### src/hw/rtl/assert_macros.svh
// Assertion macros shared by the line crossing counter RTL.
`ifndef ASSERT_MACROS_SVH
`define ASSERT_MACROS_SVH

// Property checked on every rising clock edge outside reset.
`define ASSERT_AT(lbl, clk_s, rst_n_s, prop, msg) \
	lbl: assert property (@(posedge clk_s) disable iff (!rst_n_s) (prop)) else $error(msg);

// Condition that must never be seen outside reset.
`define ASSERT_NEVER(lbl, clk_s, rst_n_s, cond, msg) \
	`ASSERT_AT(lbl, clk_s, rst_n_s, !(cond), msg)

`endif

### src/hw/rtl/lctc_pkg.sv
// Shared types and constants of the line crossing track counter.
`timescale 1ns / 1ps
`default_nettype none

package lctc_pkg;

	// default number of track table slots
	localparam int TABLE_SLOTS_DEF = 64;

	// depth of the queue between front and back
	localparam int QUEUE_DEPTH = 2;

	// one table entry in RAM: ident, last x, last y
	localparam int SLOT_W = 48;

	// input opcodes
	localparam logic [1:0] OP_TRACK = 2'd0;
	localparam logic [1:0] OP_EOF   = 2'd1;
	localparam logic [1:0] OP_CLEAR = 2'd2;

	// classified request kinds
	localparam logic [1:0] CMD_FRESH = 2'd0;
	localparam logic [1:0] CMD_STALE = 2'd1;
	localparam logic [1:0] CMD_EOF   = 2'd2;
	localparam logic [1:0] CMD_CLEAR = 2'd3;

	// configuration register indexes
	localparam logic [2:0] REG_START_X  = 3'd0;
	localparam logic [2:0] REG_START_Y  = 3'd1;
	localparam logic [2:0] REG_END_X    = 3'd2;
	localparam logic [2:0] REG_END_Y    = 3'd3;
	localparam logic [2:0] REG_LINE_EN  = 3'd4;
	localparam logic [2:0] REG_ENTER    = 3'd5;
	localparam logic [2:0] REG_LOST_LIM = 3'd6;
	localparam logic [2:0] REG_RUN_EN   = 3'd7;

	// configuration register file
	typedef struct packed {
		logic signed [15:0] start_x;
		logic signed [15:0] start_y;
		logic signed [15:0] end_x;
		logic signed [15:0] end_y;
		logic               line_enabled;
		logic        [1:0]  enter_side;
		logic        [7:0]  lost_limit;
		logic               run_enable;
	} cfg_t;

	// classified request carried through the queue
	typedef struct packed {
		logic        [1:0]  kind;
		logic        [15:0] ident;
		logic signed [15:0] x;
		logic signed [15:0] y;
	} cmd_t;

	// queue status seen by both sides
	typedef struct packed {
		logic full;
		logic empty;
	} q_stat_t;

endpackage

`default_nettype wire

### src/hw/rtl/lctc_front.sv
// Front end: accepts input requests and classifies them for the back end.
`timescale 1ns / 1ps
`default_nettype none

module lctc_front import lctc_pkg::*; (
	input  wire logic        s_tvalid,
	output logic             s_tready,
	input  wire logic [55:0] s_tdata,  // track_ident, frames_lost, pos_x, pos_y
	input  wire logic [1:0]  s_tuser,  // opcode
	input  wire cfg_t        cfg,
	input  wire q_stat_t     q_stat,
	output logic             push,
	output cmd_t             push_data
);

	logic       accept;
	logic       keep;
	logic [1:0] kind;
	logic [7:0] frames_lost;

	assign s_tready    = !q_stat.full;
	assign accept      = s_tvalid && s_tready;
	assign frames_lost = s_tdata[23:16];

	// payload travels unchanged, only the kind is decided here (cmd_t order: kind, ident, x, y)
	assign push_data = {kind, s_tdata[15:0], s_tdata[39:24], s_tdata[55:40]};

	// a stopped counter, an invalid line for tracks and unknown opcodes drop the request
	always_comb begin
		keep = 1'b0;
		kind = CMD_EOF;
		unique case (s_tuser)
			OP_TRACK: begin
				keep = cfg.line_enabled;
				kind = (frames_lost > cfg.lost_limit) ? CMD_STALE : CMD_FRESH;
			end
			OP_EOF: begin
				keep = 1'b1;
				kind = CMD_EOF;
			end
			OP_CLEAR: begin
				keep = 1'b1;
				kind = CMD_CLEAR;
			end
			default: begin
				keep = 1'b0;
			end
		endcase
	end

	assign push = accept && cfg.run_enable && keep;

endmodule

`default_nettype wire

### config.mk
export PLATFORM = sky130hd
export DESIGN_NAME = lctc_front
export DESIGN_NICKNAME = d
export VERILOG_FILES = /design/src/hw/rtl/assert_macros.svh /design/src/hw/rtl/lctc_pkg.sv /design/src/hw/rtl/lctc_front.sv
export SDC_FILE = /design/constraint.sdc
export NUM_CORES = 1
export LEC_CHECK = 0
export BUFFER_PORTS_ARGS = -buffer_cell sky130_fd_sc_hd__buf_2
export CAP_MARGIN = 20
export CELL_PAD_IN_SITES_DETAIL_PLACEMENT = 1
export CELL_PAD_IN_SITES_GLOBAL_PLACEMENT = 2
export CORE_ASPECT_RATIO = 0.75
export CORE_MARGIN = 4
export CORE_UTILIZATION = 10
export DETAILED_ROUTE_END_ITERATION = 10
export GPL_TIMING_DRIVEN = 0
export PLACE_DENSITY_LB_ADDON = 0.1
export SYNTH_ARGS = -nofsm -noshare
export SYNTH_HDL_FRONTEND = slang
export SYNTH_SLANG_ARGS = --single-unit
### constraint.sdc
create_clock -name vclk -period 1.5
set_input_delay 0.075 -clock vclk [all_inputs]
set_output_delay 0.075 -clock vclk [all_outputs]
set_load 0.01 [all_outputs]
==> metrics.yaml, run 1 <==
cp.arrival_ns: 1.34
hold_viol: 0
netlist_area_um2: 643
overflow: 0
grt_max_degree: 4
yosys.cell_types.count: 14
rows: 25
antenna_cells: 0
nets: 312
period_share: 0.945
crit_path_end_kind: "output pin"
seq_cell_count: 0
syn_area_per_cell_um2: 7.39
fin_tns_setup_ns: 0
status: "finished clean"
critPathLaunchType: "input port"
synth_most_common_cell: "buf_4"
viasPerCell: 3.10
wire_per_inst_um: 8.89
antenna_found_initial: 0
drt_pass1_iterations: 2
synth_top_area_cell: "buf_4"
intPower_mw: 0.175
ys_top_cells_by_area: "buf_4, ha_1, inv_1, a21oi_1, nand4_1"
clkbuf_count: 0
critical_path_class: "input port to output pin"
grt_use_total: 0.0423
die_y_um: 77.5
ys_top_cells_by_count: "buf_4, ha_1, inv_1"
nFillCells: 783
sequentialPowerShare: 0
hold_path_class: "input port to output pin"
relSlewSlack: 0.860
ir_drop_mv: 0.0573
crit_path_frequent_cell: "buf_2"
place.gp.congestion: 0.688
p_comb_frac: 1.000
crit_path_max_incr_delay_ns: 0.34
cp_slowest_cell: "or3_1"
regArea_um2: 0
io_pins: 189
cp_data_required_time_ns: 1.42
dp_hpwl_mm: 2.13
numPortBuffers: 74
die_area_um2: 7790
fin_util: 0.180
die_w_um: 101
worst_pin_slew_ns: 0.207
synth_top_area_frac: 0.560
power_density_nw_per_um2: 260
initial_core_util: 0.102
area_growth_pct: 75.9
first_global_vias: 709
fin_crit_ns: 1.42
post_cts_buffers: 0
fmax_mhz: 705
p_leak_nw: 0.706
ant_nets: 0
wl_mm: 2.15
finalMaxSlewViolations: 0
maxCapViolations: 0
drc: 0
synth.net_count: 236
cts_resized: 0
p_clk_frac: 0
ys_seq_area_frac: 0
via_count: 749
rsz0062_at_grt: "false"
drive_above_1_share: 0.770
switching_share: 0.406
critPathMaxFanout: 2
grt_pass1_wl_mm: 2.86
coreArea_um2: 6290
setup_viol: 0
switchingPower_mw: 0.119
dr.first_iter.drc_count: 1
synthCells: 87
synth_warnings: 0
crit_chain: "buf_2, inv_1, ha_4, nor2b_1, o211ai_1, a211oi_1, or3_1, buf_2"
cts_hold_buf: 0
-- area by class of cell --
| class | instances | area [um2] | share of cell area |
|---|---|---|---|
| well taps | 81 | 101 | 0.0896 |
| inverters | 12 | 45.0 | 0.0398 |
| multi-input cells | 27 | 254 | 0.225 |
| plain buffers | 48 | 360 | 0.319 |
| repair buffers | 74 | 370 | 0.327 |
-- placed cells by master, fill, tap and decap left out, drive strengths merged --
cell	count
o21ai	1
nand2	1
a21oi	4
a21o	1
or3	1
nor2b	1
inv	12
o211ai	1
ha	12
nand4	2
buf	122
a211oi	1
nand3	1
nor4	1
-- critical path: cells and delay by family --
kind	cells	cell delay [ns]
adders and majority gates	1	0.20
buffers and inverters	3	0.32
AOI/OAI and AO/OA	2	0.28
and+or+nand+nor	2	0.46
-- routing by layer --
| metal | track usage | share of wire | up-vias |
|---|---|---|---|
| met4 | 0 | 0 | 0 |
| met2 | 0.0900 | 0.52 | 68 |
| li1 | - | - | 376 |
| met3 | 0.00629 | 0.16 | 0 |
| met1 | 0.0449 | 0.32 | 305 |
| met5 | 0 | 0 | - |
-- cell families (layout without fill, tap and decap cells) --
family	Yosys count	count (layout)	share of synthesized area
AOI/OAI and AO/OA	8	8	0.0739
and+or+nand+nor	7	7	0.0623
adders and majority gates	12	12	0.233
buffers and inverters	60	134	0.630
-- stage by stage --
step / hold slack, ns / setup WS (ns) / instances / power [mW] / area (um2)
floorplan: 0.194 / 0.319 / 87 / 0.182 / 643
global placement: 0.338 / 0.0258 / 242 / 0.295 / 1110
detailed placement: 0.336 / 0.00676 / 242 / 0.296 / 1110
CTS: 0.336 / 0.00675 / 242 / 0.297 / 1110
global route: 0.340 / 0.00135 / 242 / 0.325 / 1130
finish: 0.333 / 0.0824 / 242 / 0.294 / 1130
-- path summary, 6_finish.rpt --
| check | startpoint | to | slack, ns | cells past startpoint |
|---|---|---|---|---|
| max | cfg[2] | push_data[48] | 0.08 | 8 |
| min | s_tdata[35] | push_data[27] | 0.33 | 2 |
-- power groups by stage --
stage	Clock, mW	Sequential (mW)	Combinational [mW]
2_1_floorplan	0	0	0.182
3_3_place_gp	0	0	0.295
3_5_place_dp	0	0	0.296
4_1_cts	0	0	0.297
5_1_grt	0	0	0.325
6_report	0	0	0.294
Power figures use the tool's default switching activity.
==> run 2, diff against run 1 <==
Settings changed: BUFFER_PORTS_ARGS -buffer_cell sky130_fd_sc_hd__buf_2 to -buffer_cell sky130_fd_sc_hd__buf_4, SLEW_MARGIN from default to 20.
==> metrics.yaml, run 2 (synthesized netlist as in run 1, its figures left out) <==
via_count: 774
antenna_found_initial: 0
wl_met2_mm: 1.21
place.gp.congestion: 0.633
holdWs_ns: 0.327
p_leak_nw: 0.770
fmax_mhz: 681
grt_use_total: 0.0497
p_clk_frac: 0
crit_path_end_kind: "output pin"
drt_pass1_iterations: 4
die_area_um2: 7790
setup_viol: 0
ir_drop_mv: 0.0640
nFillCells: 772
cp.arrival_ns: 1.39
post_cts_buffers: 0
numPortBuffers: 74
grt_pass1_wl_mm: 3.40
grt_max_degree: 4
viasPerCell: 3.20
status: "finished clean"
clkbuf_count: 0
wl_mm: 2.28
power_density_nw_per_um2: 269
wl_met3_um: 362
whs_endpoint: "push_data[3]"
drc: 0
nets: 312
wire_per_inst_um: 9.44
initial_core_util: 0.102
fin_crit_ns: 1.47
drive_above_1_share: 0.783
regArea_um2: 0
final_cell_mix: "buf_4, inv_1, ha_1"
intPower_mw: 0.233
dpl-instance-area_um2: 1300
seq_cell_count: 0
maxCapViolations: 0
relSlewSlack: 0.846
rows: 25
worst_pin_slew_ns: 0.228
die_w_um: 101
routed.top_layer: "met3"
whs_path_depth: 2
period_share: 0.979
stdcell_area_um2: 1340
hold_viol: 0
io_pins: 189
critical_path_class: "input port to output pin"
finalMaxSlewViolations: 0
first_global_vias: 824
coreArea_um2: 6290
dr.first_iter.drc_count: 6
die_y_um: 77.5
critPathLaunchType: "input port"
cp_data_required_time_ns: 1.42
overflow: 0
sequentialPowerShare: 0
wl_met1_um: 712
critPathMaxFanout: 2
hold_start: "s_tdata[43]"
p_comb_frac: 1.000
hold_path_class: "input port to output pin"
switchingPower_mw: 0.128
switching_share: 0.355
fin_tns_setup_ns: 0
dp_hpwl_mm: 2.24
final_common_cell: "buf_4"
cts_hold_buf: 0
antenna_cells: 0
p_total_mw: 0.360
ant_nets: 0
area_growth_pct: 109
==> run 2: cell counts in the layout (fill, tap and decap cells not counted) <==
Identical to the previous run, type by type.
==> run 2: area by class of cell <==
| type | instances | area [um2] | share of cell area |
|---|---|---|---|
| inverters | 12 | 45.0 | 0.0336 |
| plain buffers | 48 | 360 | 0.269 |
| well taps | 81 | 101 | 0.0756 |
| multi-input cells | 27 | 279 | 0.208 |
| repair buffers | 74 | 556 | 0.414 |
==> run 2: how the worst max path moves through the flow <==
stage | start | end | cells after the start
floorplan | cfg[8] | push_data[48] | 6
global placement | s_tdata[23] | push_data[48] | 7
detailed placement | s_tdata[23] | push_data[48] | 7
CTS | s_tdata[23] | push_data[48] | 7
global route | cfg[2] | push_data[48] | 8
finish | cfg[2] | push_data[48] | 8
==> run 2: per-stage QoR <==
stage	instances	util	worst slack, ns
after floorplan	87	-	0.319
after global placement	242	0.207	0.0157
after detailed placement	242	0.207	-0.0115
after CTS	242	0.207	0.0152
after global routing	242	0.213	-0.00461
final	242	0.213	0.0308
==> run 2: power by group through the flow <==
stage / combinational [mW] / clock, mW / sequential (mW)
3_3_place_gp: 0.354 / 0 / 0
4_1_cts: 0.358 / 0 / 0
6_report: 0.360 / 0 / 0
2_1_floorplan: 0.182 / 0 / 0
5_1_grt: 0.396 / 0 / 0
3_5_place_dp: 0.356 / 0 / 0
==> run 2: repair_timing <==
action                     in CTS  in global routing
setup endpoints to repair       1                  1
pin swaps                       1                  4
gates cloned                    0                  0
resized for setup               1                  3
==> run 2: critical path: stages <==
cell,delay (ns)
buf_4,0.11
inv_1,0.08
ha_4,0.20
nor2b_1,0.12
o211ai_1,0.21
a211oi_1,0.10
or3_1,0.34
buf_4,0.15
==> run 2: layer usage <==
metal,GRT usage,vias up
li1,-,376
met1,0.0593,330
met2,0.0966,68
met3,0.00898,0
met4,0,0
met5,0,-
