==> src/hw/rtl/assert_macros.svh <==
// Assertion macros shared by the line crossing counter RTL.
`ifndef ASSERT_MACROS_SVH
`define ASSERT_MACROS_SVH

// Property checked on every rising clock edge outside reset.
`define ASSERT_AT(lbl, clk_s, rst_n_s, prop, msg) \
	lbl: assert property (@(posedge clk_s) disable iff (!rst_n_s) (prop)) else $error(msg);

// Condition that must never be seen outside reset.
`define ASSERT_NEVER(lbl, clk_s, rst_n_s, cond, msg) \
	`ASSERT_AT(lbl, clk_s, rst_n_s, !(cond), msg)

`endif

==> src/hw/rtl/lctc_pkg.sv <==
// Shared types and constants of the line crossing track counter.
`timescale 1ns / 1ps
`default_nettype none

package lctc_pkg;

	// default number of track table slots
	localparam int TABLE_SLOTS_DEF = 64;

	// depth of the queue between front and back
	localparam int QUEUE_DEPTH = 2;

	// one table entry in RAM: ident, last x, last y
	localparam int SLOT_W = 48;

	// input opcodes
	localparam logic [1:0] OP_TRACK = 2'd0;
	localparam logic [1:0] OP_EOF   = 2'd1;
	localparam logic [1:0] OP_CLEAR = 2'd2;

	// classified request kinds
	localparam logic [1:0] CMD_FRESH = 2'd0;
	localparam logic [1:0] CMD_STALE = 2'd1;
	localparam logic [1:0] CMD_EOF   = 2'd2;
	localparam logic [1:0] CMD_CLEAR = 2'd3;

	// configuration register indexes
	localparam logic [2:0] REG_START_X  = 3'd0;
	localparam logic [2:0] REG_START_Y  = 3'd1;
	localparam logic [2:0] REG_END_X    = 3'd2;
	localparam logic [2:0] REG_END_Y    = 3'd3;
	localparam logic [2:0] REG_LINE_EN  = 3'd4;
	localparam logic [2:0] REG_ENTER    = 3'd5;
	localparam logic [2:0] REG_LOST_LIM = 3'd6;
	localparam logic [2:0] REG_RUN_EN   = 3'd7;

	// configuration register file
	typedef struct packed {
		logic signed [15:0] start_x;
		logic signed [15:0] start_y;
		logic signed [15:0] end_x;
		logic signed [15:0] end_y;
		logic               line_enabled;
		logic        [1:0]  enter_side;
		logic        [7:0]  lost_limit;
		logic               run_enable;
	} cfg_t;

	// classified request carried through the queue
	typedef struct packed {
		logic        [1:0]  kind;
		logic        [15:0] ident;
		logic signed [15:0] x;
		logic signed [15:0] y;
	} cmd_t;

	// queue status seen by both sides
	typedef struct packed {
		logic full;
		logic empty;
	} q_stat_t;

endpackage

`default_nettype wire

==> src/hw/rtl/lctc_queue.sv <==
// Short request queue between the front and back ends.
`timescale 1ns / 1ps
`default_nettype none
`include "assert_macros.svh"

module lctc_queue import lctc_pkg::*; (
	input  wire logic clk,
	input  wire logic arst_n,
	input  wire logic push,
	input  wire cmd_t push_data,
	input  wire logic pop,
	output cmd_t      head,
	output q_stat_t   stat
);

	localparam int PTR_W = (QUEUE_DEPTH > 1) ? $clog2(QUEUE_DEPTH) : 1;
	localparam int CNT_W = $clog2(QUEUE_DEPTH + 1);
	localparam logic [PTR_W-1:0] LAST_PTR = PTR_W'(QUEUE_DEPTH - 1);

	cmd_t             entry_q [QUEUE_DEPTH];
	logic [PTR_W-1:0] wr_ptr_q;
	logic [PTR_W-1:0] rd_ptr_q;
	logic [CNT_W-1:0] count_q;
	logic             do_push;
	logic             do_pop;

	assign stat.full  = (count_q == CNT_W'(QUEUE_DEPTH));
	assign stat.empty = (count_q == '0);
	assign do_push    = push && !stat.full;
	assign do_pop     = pop && !stat.empty;
	assign head       = entry_q[rd_ptr_q];

	// pointers and fill count
	always_ff @(posedge clk or negedge arst_n) begin
		if (!arst_n) begin
			wr_ptr_q <= '0;
			rd_ptr_q <= '0;
			count_q  <= '0;
		end else begin
			if (do_push) begin
				wr_ptr_q <= (wr_ptr_q == LAST_PTR) ? '0 : wr_ptr_q + 1'b1;
			end
			if (do_pop) begin
				rd_ptr_q <= (rd_ptr_q == LAST_PTR) ? '0 : rd_ptr_q + 1'b1;
			end
			if (do_push && !do_pop) begin
				count_q <= count_q + 1'b1;
			end else if (do_pop && !do_push) begin
				count_q <= count_q - 1'b1;
			end
		end
	end

	// storage
	always_ff @(posedge clk) begin
		if (do_push) begin
			entry_q[wr_ptr_q] <= push_data;
		end
	end

	`ASSERT_NEVER(a_push_full, clk, arst_n, push && stat.full, "request pushed into full queue")
	`ASSERT_AT(a_count_range, clk, arst_n, count_q <= CNT_W'(QUEUE_DEPTH), "queue count out of range")

endmodule

`default_nettype wire

==> config.mk <==
export PLATFORM = sky130hd
export DESIGN_NAME = lctc_queue
export DESIGN_NICKNAME = d
export VERILOG_FILES = /design/src/hw/rtl/lctc_pkg.sv /design/src/hw/rtl/lctc_queue.sv
export VERILOG_INCLUDE_DIRS = /design/src /design/src/hw/rtl
export SDC_FILE = /design/constraint.sdc
export NUM_CORES = 1
export LEC_CHECK = 0
export BUFFER_PORTS_ARGS = -buffer_cell sky130_fd_sc_hd__buf_2
export CAP_MARGIN = 5
export CORE_MARGIN = 2
export CORE_UTILIZATION = 56
export DETAILED_ROUTE_END_ITERATION = 6
export GPL_TIMING_DRIVEN = 0
export PLACE_DENSITY = 0.84
export SYNTH_ARGS = -nofsm -noshare
export SYNTH_HDL_FRONTEND = slang
export SYNTH_SLANG_ARGS = --single-unit
==> constraint.sdc <==
create_clock -name clk -period 9 [get_ports clk]
set_input_delay 2.7 -clock clk [delete_from_list [all_inputs] [get_ports clk]]
set_output_delay 2.7 -clock clk [all_outputs]
set_load 0.1 [all_outputs]
==> results of run 1 <==
[flip-flops by register name, summed over array words and instances (netlist names)]
name	cells
wr_ptr_q	1
rd_ptr_q	1
count_q	2
entry_q	100
[final cells by class]
class	count	area (µm²)
Timing Repair Buffer	107	573
Fill cell	498	2180
Multi-Input combinational cell	63	845
Sequential cell	104	3100
Inverter	2	7.51
Tap cell	99	124
Clock inverter	4	55.1
Buffer	6	111
Clock buffer	12	135
[synth_stat cells, drive strengths merged]
| master | number | area, µm² |
|---|---|---|
| edfxtp | 100 | 3000 |
| nand2b | 1 | 6.26 |
| mux2 | 50 | 747 |
| xnor2 | 3 | 26.3 |
| inv | 2 | 7.51 |
| xor2 | 2 | 17.5 |
| o21ai | 1 | 5.00 |
| nor2 | 3 | 11.3 |
| ha | 1 | 12.5 |
| buf | 6 | 111 |
| nand2 | 1 | 3.75 |
| and3 | 1 | 6.26 |
| dfrtp | 4 | 100 |
[metrics by stage]
step / worst slack (ns) / hold WS [ns] / cells / cell area (µm²)
detailed placement: 4.73 / 0.534 / 381 / 4760
global placement: 2.52 / 0.476 / 379 / 4710
CTS: 4.60 / 0.547 / 397 / 4950
global route: 4.57 / 0.569 / 397 / 4950
floorplan: 3.66 / 0.461 / 175 / 4060
finish: 4.63 / 0.544 / 397 / 4950
[logic make-up after synthesis]
kind of cell / Yosys count / synth area share
buffers and inverters: 8 / 0.0293
AOI/OAI and AO/OA: 1 / 0.00123
xor gates and xnor gates: 5 / 0.0108
and+or+nand+nor: 6 / 0.00678
muxes: 50 / 0.184
DFF: 104 / 0.765
adders and majority gates: 1 / 0.00308
[cell usage in the layout, fill, tap and decap left out, types with 2 or more instances in the layout]
cell,count
buf_12,6
buf_2,105
clkbuf_1,3
clkbuf_8,9
dfrtp_1,4
edfxtp_1,100
inv_1,2
mux2_4,49
nor2_1,2
xnor2_1,3
xor2_1,2
[worst paths after layout]
path                             from             end  slack (ns)
max                          rd_ptr_q        head[15]        4.63
min                        count_q[1]      count_q[1]        0.54
max reg2reg                count_q[0]  entry_q[0][31]        6.92
min reg2reg                count_q[1]      count_q[1]        0.54
max in group asynchronous      arst_n        rd_ptr_q        6.74
min in group asynchronous      arst_n      count_q[0]        2.12
[critical path, delay by kind of cell (launching register included)]
kind | cells | cell delay, ns
mux | 1 | 0.19
flops | 1 | 0.38
buf+inv | 3 | 0.74
[layer usage]
metal / vias to the layer above / global-route usage / wire length (µm)
li1: 918 / - / -
met3: 16 / 0.0360 / 358
met5: - / 0 / 0
met4: 0 / 0.103 / 206
met1: 927 / 0.180 / 2550
met2: 63 / 0.298 / 3490
==> results, run 1 <==
- Data on the critical path arrives at its endpoint at 1.67 ns.
- STA classifies the critical path endpoint as a primary output.
- The first global-routing pass estimated 9.28 mm of wire.
- For this run, the top clock speed supported by timing is 0.229 GHz.
- The number of placement rows is 31.
- The number of clock buffers added by TritonCTS is 9.
- Setup violations remaining at the end of the flow were counted as 0.
- The width of the die is 89.1 µm.
- The H-tree depth is 3.
- The largest single stage delay on the critical path is 0.42 ns.
- The area of the core is 7140 µm².
- The run finished with clean final reports.
- Synthesis produced 175 cells.
- The starting utilization of the core area is 0.569.
- The number of cells on the worst reg-to-reg path is 4.
- For this block, the routed nets add up to 6.61 mm of wire.
- In this run, the number of DRC markers left after iteration 0 of detailed routing was 66.
- Dividing the detail-routed via count by the number of cells gives 4.85.
- The post-synthesis register bit count is 104.
- The clock reaches the later pin of the worst-skew pair after 0.36 ns.
- The TritonCTS clock tree is built.
- The number of hold violations in the final report was 0.
- The number of port buffers is 105.
- The largest net degree at the start of global routing is 36.
- The number of antenna diodes in the final layout is 0.
- The shortest period the worst path allows is 4.37 ns.
- The relative slew slack is 0.355.
- The synthesized netlist contains 15 unique library cells.
- The total overflow reported by the global router is 0.
- The max-slew violation total from the final report is 0.
- The weighted congestion at the end of routability-driven global placement is 0.695.
- In the finished design, the share of the clock period the worst path needs comes to 0.486.
- The final standard cell utilization of the core is 0.694.
- The net count of the mapped netlist is 230.
- Buffers inserted to repair hold after CTS numbered 0.
- The initial antenna violation count is 0.
- The clock net sink count is 104.
- The global-route usage over all layers is 0.167.
- For this run, the detailed router's first-pass iteration total came to 4.
- In this run the vertical extent of the chip is 89.1 µm.
- After synthesis the cells add up to 4060 µm².
- Setup repair after global routing left no endpoint under its margin.
- The number of vias after detailed routing is 1924.
- The category of the critical setup timing path is register to primary output.
- Summed over all nets, the half-perimeter wirelength after detailed placement is 4.66 mm.
- The via count of the first global-routing pass is 1903.
- During synthesis, Yosys emitted a total of 0 warnings.
- Between clock sinks in the finished design, the worst skew comes to 0.0104 ns.
- The wire length per cell is 16.6 µm.
- From synthesis to final layout, the design area changed by 22.1%.
- The number of buffers added for setup after CTS is 0.
- The mean post-synth cell area is 23.2 µm².
- The cell chosen for the clock root is clkbuf_8.
- The register clock-pin slew on the reported worst setup and hold paths is 0.10 ns.
- Max-cap violations in this run came to 0.
- For this run, design rule violations remaining after detail routing come to 0.
- The total number of nets in the final design is 348.
- At the pin with the least slew margin, the transition time is 0.965 ns.
- The data required time of the worst path is 6.30 ns.
- The hold-critical path depth is 1.
- The slowest cell on the critical path is buf_2.
- The die covers 7940 µm².
- The type of origin of the critical path is a register.
- After routing, the total negative slack on setup checks comes to 0 ns.
- During I/O placement, the number of pins put on the boundary was 106.
- The number of gates resized after cts is 0.
- The portion of the post-synthesis area used by sequential elements is 0.765.
- The largest fanout of any net on the critical path is 10.
- The type of the tightest min-delay check is register to register.
- The clock passes through at most 2 buffers.
- The signal on the critical path passes through buf_6 -> buf_12 -> mux2_4 -> buf_2.
- The number of nets with antenna violations after routing is 0.
- Of the cells placed in the final design, the portion with a size suffix greater than 1 is 0.597.
Power of run 1 is not shown: default switching activity piles up to over one toggle a cycle in this logic, so the estimate is an artifact.
==> run 2, diff against run 1 <==
--- a/config.mk
+++ b/config.mk
@@ -6,13 +6,14 @@
 export SDC_FILE = /design/constraint.sdc
 export NUM_CORES = 1
 export LEC_CHECK = 0
+export ABC_AREA = 1
 export BUFFER_PORTS_ARGS = -buffer_cell sky130_fd_sc_hd__buf_2
 export CAP_MARGIN = 5
 export CORE_MARGIN = 2
-export CORE_UTILIZATION = 56
+export CORE_UTILIZATION = 47
 export DETAILED_ROUTE_END_ITERATION = 6
 export GPL_TIMING_DRIVEN = 0
-export PLACE_DENSITY = 0.84
+export PLACE_DENSITY = 0.76
 export SYNTH_ARGS = -nofsm -noshare
 export SYNTH_HDL_FRONTEND = slang
 export SYNTH_SLANG_ARGS = --single-unit
==> constraint.sdc (replaced) <==
create_clock -name clk -period 4 [get_ports clk]
set_input_delay 1.2 -clock clk [delete_from_list [all_inputs] [get_ports clk]]
set_output_delay 1.2 -clock clk [all_outputs]
set_load 0.1 [all_outputs]
==> run 2 against run 1 <==
Effect of this change:
- clock skew is 0.00054 ns higher
- cell count is 31% higher
- area after synthesis is 4.2% lower
- global-route usage is 0.52 points lower
==> results, run 2 <==
- The cell chosen for the clock root is clkbuf_8 (unchanged).
- The mean post-synth cell area is 13.3 µm² (was 23.2 µm²).
- The number of hold violations in the final report was 0 (unchanged).
- The antenna diode count is 0 (unchanged).
- The commonest register cell after synthesis is edfxtp_1 (unchanged).
- The number of iterations in the first detailed-routing pass is 4 (unchanged).
- The global-route usage over all layers came to 0.162 (was 0.167).
- Status: completed (unchanged).
- The final wirelength was 6.99 mm (was 6.61 mm).
- The share of post-route cells with drive strength above 1 is 0.332 (was 0.597).
- The TritonCTS clock tree is built (unchanged).
- The async set-reset flop share out of synthesis came to 0.0385 (unchanged).
- The launch instance of the worst register-to-register path is count_q[0] (unchanged).
- The via count of the first global-routing pass is 2321 (was 1903).
- The mapped cell area came to 3890 µm² (was 4060 µm²).
- The number of library cell types mapped by synthesis is 15 (unchanged).
- The maximum achievable frequency is 0.340 GHz.
- The area fraction of the dominant cell type after synthesis is 0.773 (was 0.740).
- The terminus of the critical flop-to-flop path is entry_q[1][31] (was entry_q[0][31]).
- The number of placement rows is 33 (was 31).
- The capturing element of the worst setup path is head[8] (was head[15]).
- The category of the critical setup timing path is register to primary output (unchanged).
- The wire length per cell is 13.4 µm (was 16.6 µm).
- Leading post-synthesis cells by instance count: 159 x nand2_1, 100 x edfxtp_1, 7 x inv_1, 6 x buf_2, 5 x buf_6 (was 100 x edfxtp_1, 49 x mux2_4, 5 x buf_12, 4 x dfrtp_1).
- The number of synthesized flops with an enable pin came to 100 (unchanged).
- The most common cell in the synthesized netlist is nand2_1 (was edfxtp_1).
- The final setup skew came to 0.0109 ns (was 0.0104 ns).
- The count of filler cells inserted in the layout was 677 (was 498).
- The relative slew slack is 0.545 (was 0.355).
- The number of maximum-capacitance constraint violations is 0 (unchanged).
- The reg-to-reg setup timing slack is 2.10 ns (was 6.92 ns).
- The worst-margin pin slew is 0.681 ns (was 0.965 ns).
- Largest registers: entry_q (100), count_q (2) (unchanged).
- The number of flip-flops under the largest register name came to 100 (unchanged).
- The initial antenna violation count came to 0 (unchanged).
- The number of port buffers was 105 (unchanged).
- Commonest non-fill, non-tap cells in the layout: 159 x nand2_1, 111 x buf_2, 100 x edfxtp_1 (was 105 x buf_2, 100 x edfxtp_1, 49 x mux2_4).
- The biggest area consumer among synthesized cells was edfxtp_1 (unchanged).
- The placed wire-length estimate is 4.76 mm (was 4.66 mm).
- The total overflow reported by the global router was 0 (unchanged).
- Setup repair after global routing missed its margin: no (unchanged).
- The count of boundary I/O pins is 106 (unchanged).
- The post-synthesis instance total is 293 (was 175).
- The number of failing setup endpoints in the final timing report is 0 (unchanged).
- The height of the die was 94.9 µm (was 89.1 µm).
- The total number of nets in the final design is 466 (was 348).
- The number of nets with antenna violations after routing came to 0 (unchanged).
- The number of cells on the worst reg-to-reg path is 3 (was 4).
- The final standard cell utilization of the core came to 0.594 (was 0.694).
- The number of vias after detailed routing is 2381 (was 1924).
- The starting utilization of the core area is 0.478 (was 0.569).
- The number of buffers added for setup after CTS is 0 (unchanged).
- The data required time of the worst path is 2.80 ns (was 6.30 ns).
- The global-route wire length before repair is 10.7 mm (was 9.28 mm).
- The net count of the mapped netlist was 348 (was 230).
- The weighted congestion at the end of routability-driven global placement is 0.632 (was 0.695).
- The placement-stage worst setup slack is 1.31 ns (was 4.73 ns).
- The largest fanout of any net on the critical path came to 10 (unchanged).
- The clock net sink count is 104 (unchanged).
- The start point of the critical path is rd_ptr_q (unchanged).
- The area of the core is 8130 µm² (was 7140 µm²).
- The max-slew violation total from the final report was 0 (unchanged).
- The portion of the post-synthesis area used by sequential elements came to 0.798 (was 0.765).
- The number of gates resized after cts is 0 (unchanged).
- The register ranked first by flip-flop count was entry_q (unchanged).
- The type of origin of the critical path is a register (unchanged).
- The type of the tightest min-delay check is register to register (unchanged).
- The width of the die was 94.9 µm (was 89.1 µm).
- The largest buffer count on any clock path is 2 (unchanged).
- The critical path arrival is 1.75 ns (was 1.67 ns).
- The clock insertion delay at the later pin of the skew report was 0.35 ns (was 0.36 ns).
- The register clock-pin slew on the reported worst setup and hold paths is 0.10 ns (about the same).
- The Yosys warning count is 0 (unchanged).
- The largest net degree at the start of global routing is 30 (was 36).
- The commonest non-fill, non-tap cell in the layout is nand2_1 (was buf_2).
- The via-per-instance ratio is 4.57 (was 4.85).
- The worst path needs 2.95 ns of the cycle, external delays included.
- The H-tree depth is 3 (unchanged).
- The synthesis-to-layout area growth is 24.4% (was 22.1%).
- The initial detailed-routing violation count came to 93 (was 66).
- The worst-case setup margin in the final layout is 1.05 ns (was 4.63 ns).
- The accumulated negative setup slack came to 0 ns (unchanged).
- The post-detailed-route DRC marker count was 0 (unchanged).
- The post-synthesis register bit count came to 104 (unchanged).
- Top post-synthesis cells by area: edfxtp_1 77%, nand2_1 15%, dfrtp_1 2.6% (was edfxtp_1 74%, mux2_4 18%, buf_12 2.5%).
- The die area is 9010 µm² (was 7940 µm²).
- The number of buffers added to fix hold violations after cts is 0 (unchanged).
- The element type at the critical path end is a primary output (unchanged).
- Of the available clock period, the critical path in the final layout requires 0.736.
- The TritonCTS buffer count came to 9 (unchanged).
run 2: cell count changes after synthesis, sizes merged, moves of 2 or more:
cell   previous run  this run
inv               2         8
nand2             1       159
xnor2             3         1
xor2              2         0
buf               6        11
mux2             50         0
run 2: worst min-delay path by stage:
stage / slack, ns / from / cells past startpoint / end
final: 0.51 / wr_ptr_q / 2 / wr_ptr_q
after global routing: 0.55 / wr_ptr_q / 2 / wr_ptr_q
after CTS: 0.51 / wr_ptr_q / 2 / wr_ptr_q
after detailed placement: 0.48 / wr_ptr_q / 2 / wr_ptr_q
after global placement: 0.46 / wr_ptr_q / 2 / wr_ptr_q
after floorplan: 0.45 / wr_ptr_q / 2 / wr_ptr_q
run 2: worst max-delay path: stages (launching register included):
cell and delay (ns):
dfrtp_1 0.37, buf_2 0.15, inv_2 0.15, buf_6 0.17, nand2_1 0.05, nand2_1 0.07
buf_2 0.43
run 2: metal layers:
metal | GRT usage | share of wire | vias to the layer above
met3 | 0.0367 | 0.055 | 11
li1 | - | - | 1214
met1 | 0.185 | 0.41 | 1089
met4 | 0.0773 | 0.018 | 0
met2 | 0.286 | 0.52 | 67
met5 | 0 | 0 | -
run 2: layout make-up:
class	count	area [µm²]	area share
timing repair buffer	107	566	0.117
clock inverter	7	119	0.0246
multi-input combinational	170	674	0.140
inverter	8	30.0	0.00621
buffer	11	86.3	0.0179
tap	105	131	0.0272
sequential	104	3100	0.642
clock buffer	9	124	0.0256
run 2: cell families after synthesis:
| kind of cell | share of synthesized area |
|---|---|
| xor gates and xnor gates | 0.00225 |
| adders and majority gates | 0.00322 |
| DFF | 0.798 |
| AOI/OAI and AO/OA | 0.00258 |
| buffers and inverters | 0.0299 |
| and+or+nand+nor | 0.164 |
run 2: stage by stage:
step | hold WS, ns | cells | area [µm²]
6_report | 0.506 | 521 | 4830
5_1_grt | 0.549 | 521 | 4830
4_1_cts | 0.508 | 521 | 4830
3_5_place_dp | 0.483 | 505 | 4590
3_3_place_gp | 0.462 | 503 | 4540
2_1_floorplan | 0.449 | 293 | 3890
Power of run 2 is left out for the same reason.
